**config.mk**
```make
export PLATFORM = sky130hd
export DESIGN_NAME = video_link_status_monitor_unit
export DESIGN_NICKNAME = d
export VERILOG_FILES = /design/src/rtl/vlsm_pkg.sv /design/src/rtl/video_link_status_monitor_unit.sv
export SDC_FILE = /design/constraint.sdc
export NUM_CORES = 1
export LEC_CHECK = 0
export ABC_AREA = 1
export BUFFER_PORTS_ARGS = -buffer_cell sky130_fd_sc_hd__buf_4
export CAP_MARGIN = 10
export CORE_MARGIN = 1.5
export CORE_UTILIZATION = 40
export DETAILED_ROUTE_END_ITERATION = 16
export SLEW_MARGIN = 20
export SYNTH_ARGS = -nofsm -noshare
export SYNTH_HDL_FRONTEND = slang
export SYNTH_SLANG_ARGS = --single-unit
export TNS_END_PERCENT = 100
```
**constraint.sdc**
```tcl
create_clock -name i_clk -period 11.7 [get_ports i_clk]
set_input_delay 2.34 -clock i_clk [delete_from_list [all_inputs] [get_ports i_clk]]
set_output_delay 2.34 -clock i_clk [all_outputs]
set_load 0.02 [all_outputs]
```
**src/rtl/vlsm_pkg.sv**
```systemverilog
`timescale 1ns / 1ps
// ----------------------------------------------------------------------------
// vlsm_pkg
// Shared types and constants for the video link status monitor.
// ----------------------------------------------------------------------------
package vlsm_pkg;

    localparam int CFG_IDX_W  = 2;
    localparam int CFG_DATA_W = 4;

    localparam logic [CFG_IDX_W-1:0] CFG_BOARD_KIND       = 2'd0;
    localparam logic [CFG_IDX_W-1:0] CFG_LOCK_HOLD_LIMIT  = 2'd1;
    localparam logic [CFG_IDX_W-1:0] CFG_CABLE_LOSS_LIMIT = 2'd2;

    localparam logic       RST_BOARD_KIND       = 1'b0;
    localparam logic [3:0] RST_LOCK_HOLD_LIMIT  = 4'd5;
    localparam logic [3:0] RST_CABLE_LOSS_LIMIT = 4'd3;

    localparam logic [3:0] NO_TIMING_MAX = 4'd15;

    localparam logic [7:0] IVAL_30_120 = 8'h78;
    localparam logic [7:0] IVAL_60     = 8'h3C;
    localparam logic [7:0] FLAGS_120   = 8'h10;

    localparam logic [6:0] FPS_NONE = 7'd0;
    localparam logic [6:0] FPS_30   = 7'd30;
    localparam logic [6:0] FPS_60   = 7'd60;
    localparam logic [6:0] FPS_120  = 7'd120;

    localparam logic [1:0] CSPACE_MAX_DEFINED = 2'd2;
    localparam logic [1:0] CSPACE_UNDEFINED   = 2'd3;
    localparam logic [1:0] CMETRY_UNDEFINED   = 2'd0;

    typedef enum logic [1:0] {
        STATUS_UPDATED  = 2'd0,
        STATUS_READ_ERR = 2'd1,
        STATUS_HELD     = 2'd2
    } t_status;

    typedef struct packed {
        logic        read_ok;
        logic [15:0] total_lines_v;
        logic [15:0] total_pixels_h;
        logic [15:0] active_rows;
        logic [15:0] active_cols;
        logic [7:0]  interval_hint;
        logic [7:0]  flag_byte;
        logic [7:0]  space_code;
    } t_vlsm_in;

    typedef struct packed {
        t_status     status;
        logic        is_locked;
        logic        cable_present;
        logic [15:0] out_width;
        logic [16:0] out_height;
        logic        out_interlaced;
        logic [1:0]  out_colorimetry;
        logic [1:0]  out_colorspace;
        logic [6:0]  fps_hint;
        logic [15:0] out_total_h;
        logic [15:0] out_total_v;
        logic        resync;
    } t_vlsm_out;

endpackage

```
**src/rtl/video_link_status_monitor_unit.sv**
```systemverilog
`timescale 1ns / 1ps
// ----------------------------------------------------------------------------
// video_link_status_monitor_unit
// Debounces receiver lock and cable state and decodes the active format
// from polled status reports.
// ----------------------------------------------------------------------------
// One status report per clock. Each accepted transaction is decoded against
// the stored link state combinationally and its result appears in the
// output register on the next cycle; the state update and the result are
// written together, so a new report may be accepted every cycle. The input
// stalls only while the output register is full and the output is stalled.
// Configuration writes take effect on the next report.
module video_link_status_monitor_unit (
    input  logic                                i_clk,
    input  logic                                i_rst_n,
    input  logic                                i_cfg_we,
    input  logic [vlsm_pkg::CFG_IDX_W-1:0]      i_cfg_idx,
    input  logic [vlsm_pkg::CFG_DATA_W-1:0]     i_cfg_data,
    input  logic                                i_in_valid,
    output logic                                o_in_stall,
    input  vlsm_pkg::t_vlsm_in                  i_in_data,
    output logic                                o_out_valid,
    input  logic                                i_out_stall,
    output vlsm_pkg::t_vlsm_out                 o_out_data
);
    import vlsm_pkg::*;

    logic        r_board_kind;
    logic [3:0]  r_hold_limit;
    logic [3:0]  r_loss_limit;

    logic        r_lock,        n_lock;
    logic        r_cable,       n_cable;
    logic [3:0]  r_dropout,     n_dropout;
    logic [3:0]  r_no_timing,   n_no_timing;
    logic [15:0] r_total_h,     n_total_h;
    logic [15:0] r_total_v,     n_total_v;
    logic [7:0]  r_interval,    n_interval;
    logic [7:0]  r_flags,       n_flags;
    logic [15:0] r_width,       n_width;
    logic [16:0] r_height,      n_height;
    logic        r_interlace,   n_interlace;
    logic [1:0]  r_colorimetry, n_colorimetry;
    logic [1:0]  r_colorspace,  n_colorspace;

    logic        r_out_valid;
    t_vlsm_out   r_out,         n_out;

    logic        in_accept;
    logic        timing;
    logic        locked;
    logic        changed;
    logic        resync;
    logic [3:0]  no_timing_inc;
    t_status     status;
    logic [6:0]  fps;

    assign o_in_stall  = r_out_valid & i_out_stall;
    assign in_accept   = i_in_valid & ~o_in_stall;
    assign o_out_valid = r_out_valid;
    assign o_out_data  = r_out;

    assign timing = (i_in_data.total_lines_v | i_in_data.total_pixels_h) != 16'd0;

    always_comb begin
        n_lock        = r_lock;
        n_cable       = r_cable;
        n_dropout     = r_dropout;
        n_no_timing   = r_no_timing;
        n_total_h     = r_total_h;
        n_total_v     = r_total_v;
        n_interval    = r_interval;
        n_flags       = r_flags;
        n_width       = r_width;
        n_height      = r_height;
        n_interlace   = r_interlace;
        n_colorimetry = r_colorimetry;
        n_colorspace  = r_colorspace;
        status        = STATUS_UPDATED;
        fps           = FPS_NONE;
        resync        = 1'b0;
        changed       = 1'b0;
        locked        = 1'b0;
        no_timing_inc = (r_no_timing < NO_TIMING_MAX) ? r_no_timing + 4'd1 : r_no_timing;

        priority if (!i_in_data.read_ok) begin
            status = STATUS_READ_ERR;
        end else if (r_board_kind && !timing && r_lock && (r_dropout < r_hold_limit)) begin
            status    = STATUS_HELD;
            n_dropout = r_dropout + 4'd1;
        end else begin
            if (r_board_kind) begin
                locked = timing;
                if (timing) begin
                    n_dropout = 4'd0;
                end
            end else begin
                locked = i_in_data.active_rows[7:0] != 8'd0;
            end

            if (locked) begin
                changed = r_lock && (r_total_h != 16'd0) && (r_total_v != 16'd0) &&
                          ((i_in_data.total_pixels_h != r_total_h) ||
                           (i_in_data.total_lines_v != r_total_v) ||
                           (i_in_data.interval_hint != r_interval) ||
                           (i_in_data.flag_byte != r_flags));
                resync        = changed | ~r_lock;
                n_lock        = 1'b1;
                n_cable       = 1'b1;
                n_no_timing   = 4'd0;
                n_colorimetry = i_in_data.flag_byte[5:4];
                n_colorspace  = (i_in_data.space_code <= {6'd0, CSPACE_MAX_DEFINED}) ?
                                i_in_data.space_code[1:0] : CSPACE_UNDEFINED;
                n_interval    = i_in_data.interval_hint;
                n_flags       = i_in_data.flag_byte;
                n_width       = i_in_data.active_cols;
                n_total_v     = i_in_data.total_lines_v;
                n_total_h     = i_in_data.total_pixels_h;
                n_interlace   = i_in_data.flag_byte[0];
                n_height      = i_in_data.flag_byte[0] ? {i_in_data.active_rows, 1'b0} :
                                                         {1'b0, i_in_data.active_rows};
                if (resync) begin
                    priority if (i_in_data.interval_hint == IVAL_30_120) begin
                        fps = (i_in_data.flag_byte == FLAGS_120) ? FPS_120 : FPS_30;
                    end else if (i_in_data.interval_hint == IVAL_60) begin
                        fps = FPS_60;
                    end else begin
                        fps = FPS_NONE;
                    end
                end
            end else begin
                n_cable = 1'b1;
                if (timing) begin
                    n_no_timing = 4'd0;
                end else begin
                    n_no_timing = no_timing_inc;
                end
                if (timing || (no_timing_inc >= r_loss_limit)) begin
                    n_cable       = timing;
                    n_lock        = 1'b0;
                    n_width       = 16'd0;
                    n_height      = 17'd0;
                    n_total_h     = 16'd0;
                    n_total_v     = 16'd0;
                    n_interlace   = 1'b0;
                    n_colorimetry = CMETRY_UNDEFINED;
                    n_colorspace  = CSPACE_UNDEFINED;
                end
            end
        end

        n_out.status          = status;
        n_out.is_locked       = n_lock;
        n_out.cable_present   = n_cable;
        n_out.out_width       = n_width;
        n_out.out_height      = n_height;
        n_out.out_interlaced  = n_interlace;
        n_out.out_colorimetry = n_colorimetry;
        n_out.out_colorspace  = n_colorspace;
        n_out.fps_hint        = fps;
        n_out.out_total_h     = n_total_h;
        n_out.out_total_v     = n_total_v;
        n_out.resync          = resync;
    end

    always_ff @(posedge i_clk) begin
        if (!i_rst_n) begin
            r_board_kind <= RST_BOARD_KIND;
            r_hold_limit <= RST_LOCK_HOLD_LIMIT;
            r_loss_limit <= RST_CABLE_LOSS_LIMIT;
        end else if (i_cfg_we) begin
            unique case (i_cfg_idx)
                CFG_BOARD_KIND:       r_board_kind <= i_cfg_data[0];
                CFG_LOCK_HOLD_LIMIT:  r_hold_limit <= i_cfg_data;
                CFG_CABLE_LOSS_LIMIT: r_loss_limit <= i_cfg_data;
                default: begin
                end
            endcase
        end
    end

    always_ff @(posedge i_clk) begin
        if (!i_rst_n) begin
            r_lock        <= 1'b0;
            r_cable       <= 1'b0;
            r_dropout     <= 4'd0;
            r_no_timing   <= 4'd0;
            r_total_h     <= 16'd0;
            r_total_v     <= 16'd0;
            r_interval    <= 8'd0;
            r_flags       <= 8'd0;
            r_width       <= 16'd0;
            r_height      <= 17'd0;
            r_interlace   <= 1'b0;
            r_colorimetry <= CMETRY_UNDEFINED;
            r_colorspace  <= CSPACE_UNDEFINED;
        end else if (in_accept) begin
            r_lock        <= n_lock;
            r_cable       <= n_cable;
            r_dropout     <= n_dropout;
            r_no_timing   <= n_no_timing;
            r_total_h     <= n_total_h;
            r_total_v     <= n_total_v;
            r_interval    <= n_interval;
            r_flags       <= n_flags;
            r_width       <= n_width;
            r_height      <= n_height;
            r_interlace   <= n_interlace;
            r_colorimetry <= n_colorimetry;
            r_colorspace  <= n_colorspace;
        end
    end

    always_ff @(posedge i_clk) begin
        if (!i_rst_n) begin
            r_out_valid <= 1'b0;
        end else if (in_accept) begin
            r_out_valid <= 1'b1;
        end else if (!i_out_stall) begin
            r_out_valid <= 1'b0;
        end
    end

    always_ff @(posedge i_clk) begin
        if (in_accept) begin
            r_out <= n_out;
        end
    end

endmodule
```
Word-level counts from Yosys, hierarchy flattened --
Index checks and enable logic that the tools add are counted.
Operators by class: equality and inequality tests 10, divide/modulo/power cells 0, muxes and demuxes 53, shifts and indexed selects 0, bitwise gates (word level) 10, $mul 0, add/sub/neg operators 2, reduce and logical (&&, ||, !) cells 26, order comparisons 4
Operators by type and width (number):
- 16-bit 2-to-1 mux | 12
- 17-bit 2-to-1 mux | 5
- 16-bit nonzero test | 3
- 16-bit inequality test | 2
- 4-bit 2-to-1 mux | 6
- 2-bit 2-to-1 mux | 10
- 1-bit 2-to-1 mux | 17
- 8-bit inequality test | 2
- 16-bit bitwise OR | 1
- 7-bit 2-to-1 mux | 2
- 4-bit by 1-bit adder with 4-bit output (second input constant) | 2
- 8-bit by 5-bit == test with 1-bit output (second input constant) | 1
- 8-bit by 6-bit == test with 1-bit output (second input constant) | 1
- 8-bit by 7-bit == test with 1-bit output (second input constant) | 1
- 8-bit by 2-bit <= comparator with 1-bit output (second input constant) | 1
- 4-bit AND reduction | 2
- 8-bit nonzero test | 1
- 1-bit logical AND | 6
- 6-bit 2-to-1 mux | 1
- 1-bit inverter | 6
- 2-bit AND reduction | 3
- 4-bit greater-or-equal comparator | 1
- 1-bit logical OR | 4
- 4-bit < comparator | 1
- 12 further kinds | 14
Storage, ports and cells: memories 0, RAM bits 0, flip-flop bits (word level) 188, bits in latches 0, logic and storage cells 134, ROM bits 0

Longest topological paths before layout --
depth in word-level cells 11, mapped depth 19, gate-level depth less buffers 18

Worst setup path before layout --
OpenSTA, ideal clock, no wires.
path type input to register, start input i_out_stall, end register r_out (netlist bit o_out_data[0]), enable pin, path buffers 2, arrival 5.201 ns, stages 5, data required time 11.224 ns, setup slack 6.023 ns, path through nand2_1 inv_1 nor2_1 buf_2 buf_1
On the way: word-level cells in the longest chain between the ends 3
Ends and longest elaborated chain:
- from (decl) | RTL line video_link_status_monitor_unit.sv:23 | input logic i_out_stall,
- 1-bit AND | RTL line video_link_status_monitor_unit.sv:58 | assign o_in_stall = r_out_valid & i_out_stall;
- net o_in_stall | RTL line video_link_status_monitor_unit.sv:20 | output logic o_in_stall,
- 1-bit inverter | RTL line video_link_status_monitor_unit.sv:59 | assign in_accept = i_in_valid & ~o_in_stall;
- 1-bit AND | RTL line video_link_status_monitor_unit.sv:59
- net in_accept | RTL line video_link_status_monitor_unit.sv:49 | logic in_accept;
- to (signal assigned) | RTL line video_link_status_monitor_unit.sv:226 | r_out <= n_out;
- to (decl) | RTL line video_link_status_monitor_unit.sv:47 | t_vlsm_out r_out, n_out;
The timed path passes the listed nets, and every way through them passes these cells. A chain may end at the register's enable or synchronous reset.

Worst setup path after layout --
start input i_out_stall, end register r_interval[1]
On the way: word-level cells in the longest chain between the ends 4
Ends and longest elaborated chain:
- 1-bit AND | RTL line video_link_status_monitor_unit.sv:58
- 1-bit inverter | RTL line video_link_status_monitor_unit.sv:59
- 1-bit AND | RTL line video_link_status_monitor_unit.sv:59
- 4-bit AND reduction (no source line)
- to (signal assigned) | RTL line video_link_status_monitor_unit.sv:204 | r_interval <= n_interval;
- to (decl) | RTL line video_link_status_monitor_unit.sv:38 | logic [7:0] r_interval, n_interval;
Every way passes these cells.

==> results.yml <==
critical_path:
  required_ps: 12000
  slowest_delay_ps: 770
  setup.worst_path.end_class: "register"
  cp_slowest_cell: "buf_4"
  crit_buf_inv: 4
  crit_path_start_kind: "primary input"
  cp.arrival_ps: 5550
  regToRegSetupSlack_ps: 7880
  worstReg2RegEnd: "o_out_data[40]"
  path_max_fanout: 98
  r2r_cells: 16
  startpoint: "i_out_stall"
  r2r-start: "r_no_timing[0]"
  cp_top_family: "buffers and inverters"
  path_cells: "buf_4, nand2_1, inv_1, nor2_4, buf_4, inv_1, nor2_2, nand2_2, o21ai_0, a21oi_1"
  cp.depth: 10
  path_class: "primary input to register"
  endpoint: "r_interval[1]"
clock_tree:
  ctsHoldBuffers: 0
  cts.repair.resized: 0
  cts_setup_buffers: 0
  clock_sinks: 186
  clk_pin_slew_ps: 70
  cts-root-buf: "clkbuf_16"
  clock_path_buffers: 2
  h-tree-depth: 4
  cts_tree: "built"
  insertion_delay_ps: 430
  cts_inserted_buffers: 17
synth:
  synthAdderAreaFrac: 0.0122
  synth_top_family_by_area: "simple AND/OR/NAND/NOR gates"
  synthXorXnorAreaFrac: 0.0333
  synth-edff-count: 80
  synth_top_area_frac: 0.261
  synth-seq-cells: 186
  syn_inst: 1224
  yosys_most_used_dff: "dfxtp_1"
  synth_compound_area_frac: 0.0495
  synthSimpleGateAreaFrac: 0.332
  synth_cell_type_count: 39
  yosysMostFrequentCell: "nand2_1"
  synth_area_leader_cell: "edfxtp_1"
  synth.cell_area_um2: 9200
  netlist_top_cells_area: "edfxtp_1 26%, dfxtp_1 23%, nand2_1 16%"
  syn_nets: 1333
  async_flop_share: 0
  syn-mean-instance-area_um2: 7.51
  synth_commonest_cells: "388 x nand2_1, 178 x nor2_1, 129 x inv_1"
  ys_seq_area_frac: 0.492
  synth_mux_area_frac: 0
  ys_warn_count: 0
sta:
  finalHoldViolCount: 0
  setup_slack_ps: 6450
  worst_pin_slew_ps: 1090
  skew_ps: 9.58
  period_needed_ps: 5250
  fin_setup_tns_ps: 0
  slew_viol_final: 0
  finalCritPeriodShare: 0.449
  fmax_mhz: 190
  finalSetupViolCount: 0
  hold_ws_ps: 463
  slew_headroom: 0.275
  rsz0062_at_grt: "false"
worst_hold_path:
  hp-class: "register to register"
layout:
  fin_area_um2: 11300
  stdcell_count: 1680
  syn_to_final_growth_pct: 23.3
  antenna_cells: 0
  fin_util: 0.502
  fin_nets: 1491
  drive_above_1_share: 0.180
floorplanning:
  io_pins: 184
  start_util: 0.407
  rows: 55
  die_x_um: 155
  die_height_um: 155
  core_um2: 22600
  dieArea_um2: 23900
grt:
  grt_max_degree: 102
  grt_pass1_vias: 7355
  grt_remaining_overflow: 0
  antenna_found_initial: 0
  grt_pass1_wl_mm: 36.6
  track_usage: 0.192
power_and_ir_drop:
  peakVddDrop_v: 0.0000783
  power_density_nw_per_um2: 142
  finalPower_mw: 1.61
  p_leak_nw: 5.48
route:
  ant_nets: 0
  drt-initial-drc-count: 394
  drt_first_pass_iters: 5
  drc_errors: 0
  drt-total-wl_mm: 22.5
  vias_per_cell: 4.80
  vias: 8059
  post_drt_wl_per_cell_um: 13.4
job:
  drv_cap: 0
placement:
  pre_cts_ws_ps: 5980
  dp.final_hpwl_mm: 15.6
  place_area_um2: 10700
  portBuffers: 182
  dp.cells: 1648
  place.gp.congestion: 0.790
status:
  status: "finished, final reports clean"
-- sequential cells by signal, summed over array words and instances (netlist names), 4 cells and up --
signal and flops:
r_loss_limit 4, r_height 17, r_total_v 16, r_total_h 16, r_width 16, r_flags 8, o_out_data 80, r_dropout 4
r_interval 8, r_hold_limit 4, r_no_timing 4
-- area by class of cell --
cell class	instances	area, um^2
Fill cell	2225	11200
Timing Repair Buffer	187	1410
Clock buffer	20	437
Sequential cell	186	4520
Tap cell	285	357
Clock inverter	12	173
Multi-Input combinational cell	858	3940
Inverter	132	495
-- where the power goes --
group / internal (mW) / total [mW] / switching, mW
clock network: 0.358 / 0.607 / 0.249
registers: 0.727 / 0.752 / 0.0250
logic: 0.103 / 0.254 / 0.151
total: 1.19 / 1.61 / 0.425
-- placed cells by master, fill, tap and decap left out, types with 26 or more instances in the layout --
master / instances
nand2_1: 388
xnor2_1: 33
a21oi_1: 50
inv_1: 128
buf_4: 186
edfxtp_1: 80
nand3_1: 98
o21ai_0: 26
dfxtp_1: 106
nor2_1: 177
-- worst min-delay path by stage --
stage	start	slack [ps]	depth (start not counted)	endpoint
final	r_height[16]	460	2	r_height[16]
after global routing	r_interval[3]	480	2	r_interval[3]
after CTS	r_height[16]	460	2	r_height[16]
after detailed placement	r_hold_limit[0]	450	2	r_hold_limit[0]
after global placement	r_width[15]	450	2	r_width[15]
after floorplan	r_hold_limit[0]	430	2	r_hold_limit[0]
-- worst reg2reg max path, stage by stage, from the launching register on --
cell and delay, ps:
dfxtp_1 390, ha_1 190, nand2_1 80, nor2_1 160, inv_1 100, o21ai_0 280
ha_1 310, inv_1 60, nor2_1 30, o21bai_1 120, nand2_1 60, nor2_1 240
o211ai_1 190, nand3_2 520, buf_4 550, nand2_1 150, and2_1 160
-- cell families after synthesis --
family | count (synthesis)
AND/OR/NAND/NOR | 727
flip-flops | 186
buffers and inverters | 180
AO/OA/AOI/OAI | 86
XOR/XNOR | 35
adder cells (fa/ha/maj) | 9
other | 1
-- per-layer routing --
| metal | global-route usage | part of all wire |
|---|---|---|
| met5 | 0 | 0 |
| met4 | 0.0609 | 0.017 |
| met3 | 0.0359 | 0.052 |
| met2 | 0.304 | 0.46 |
| met1 | 0.265 | 0.48 |
Power figures use the tool's default switching activity.
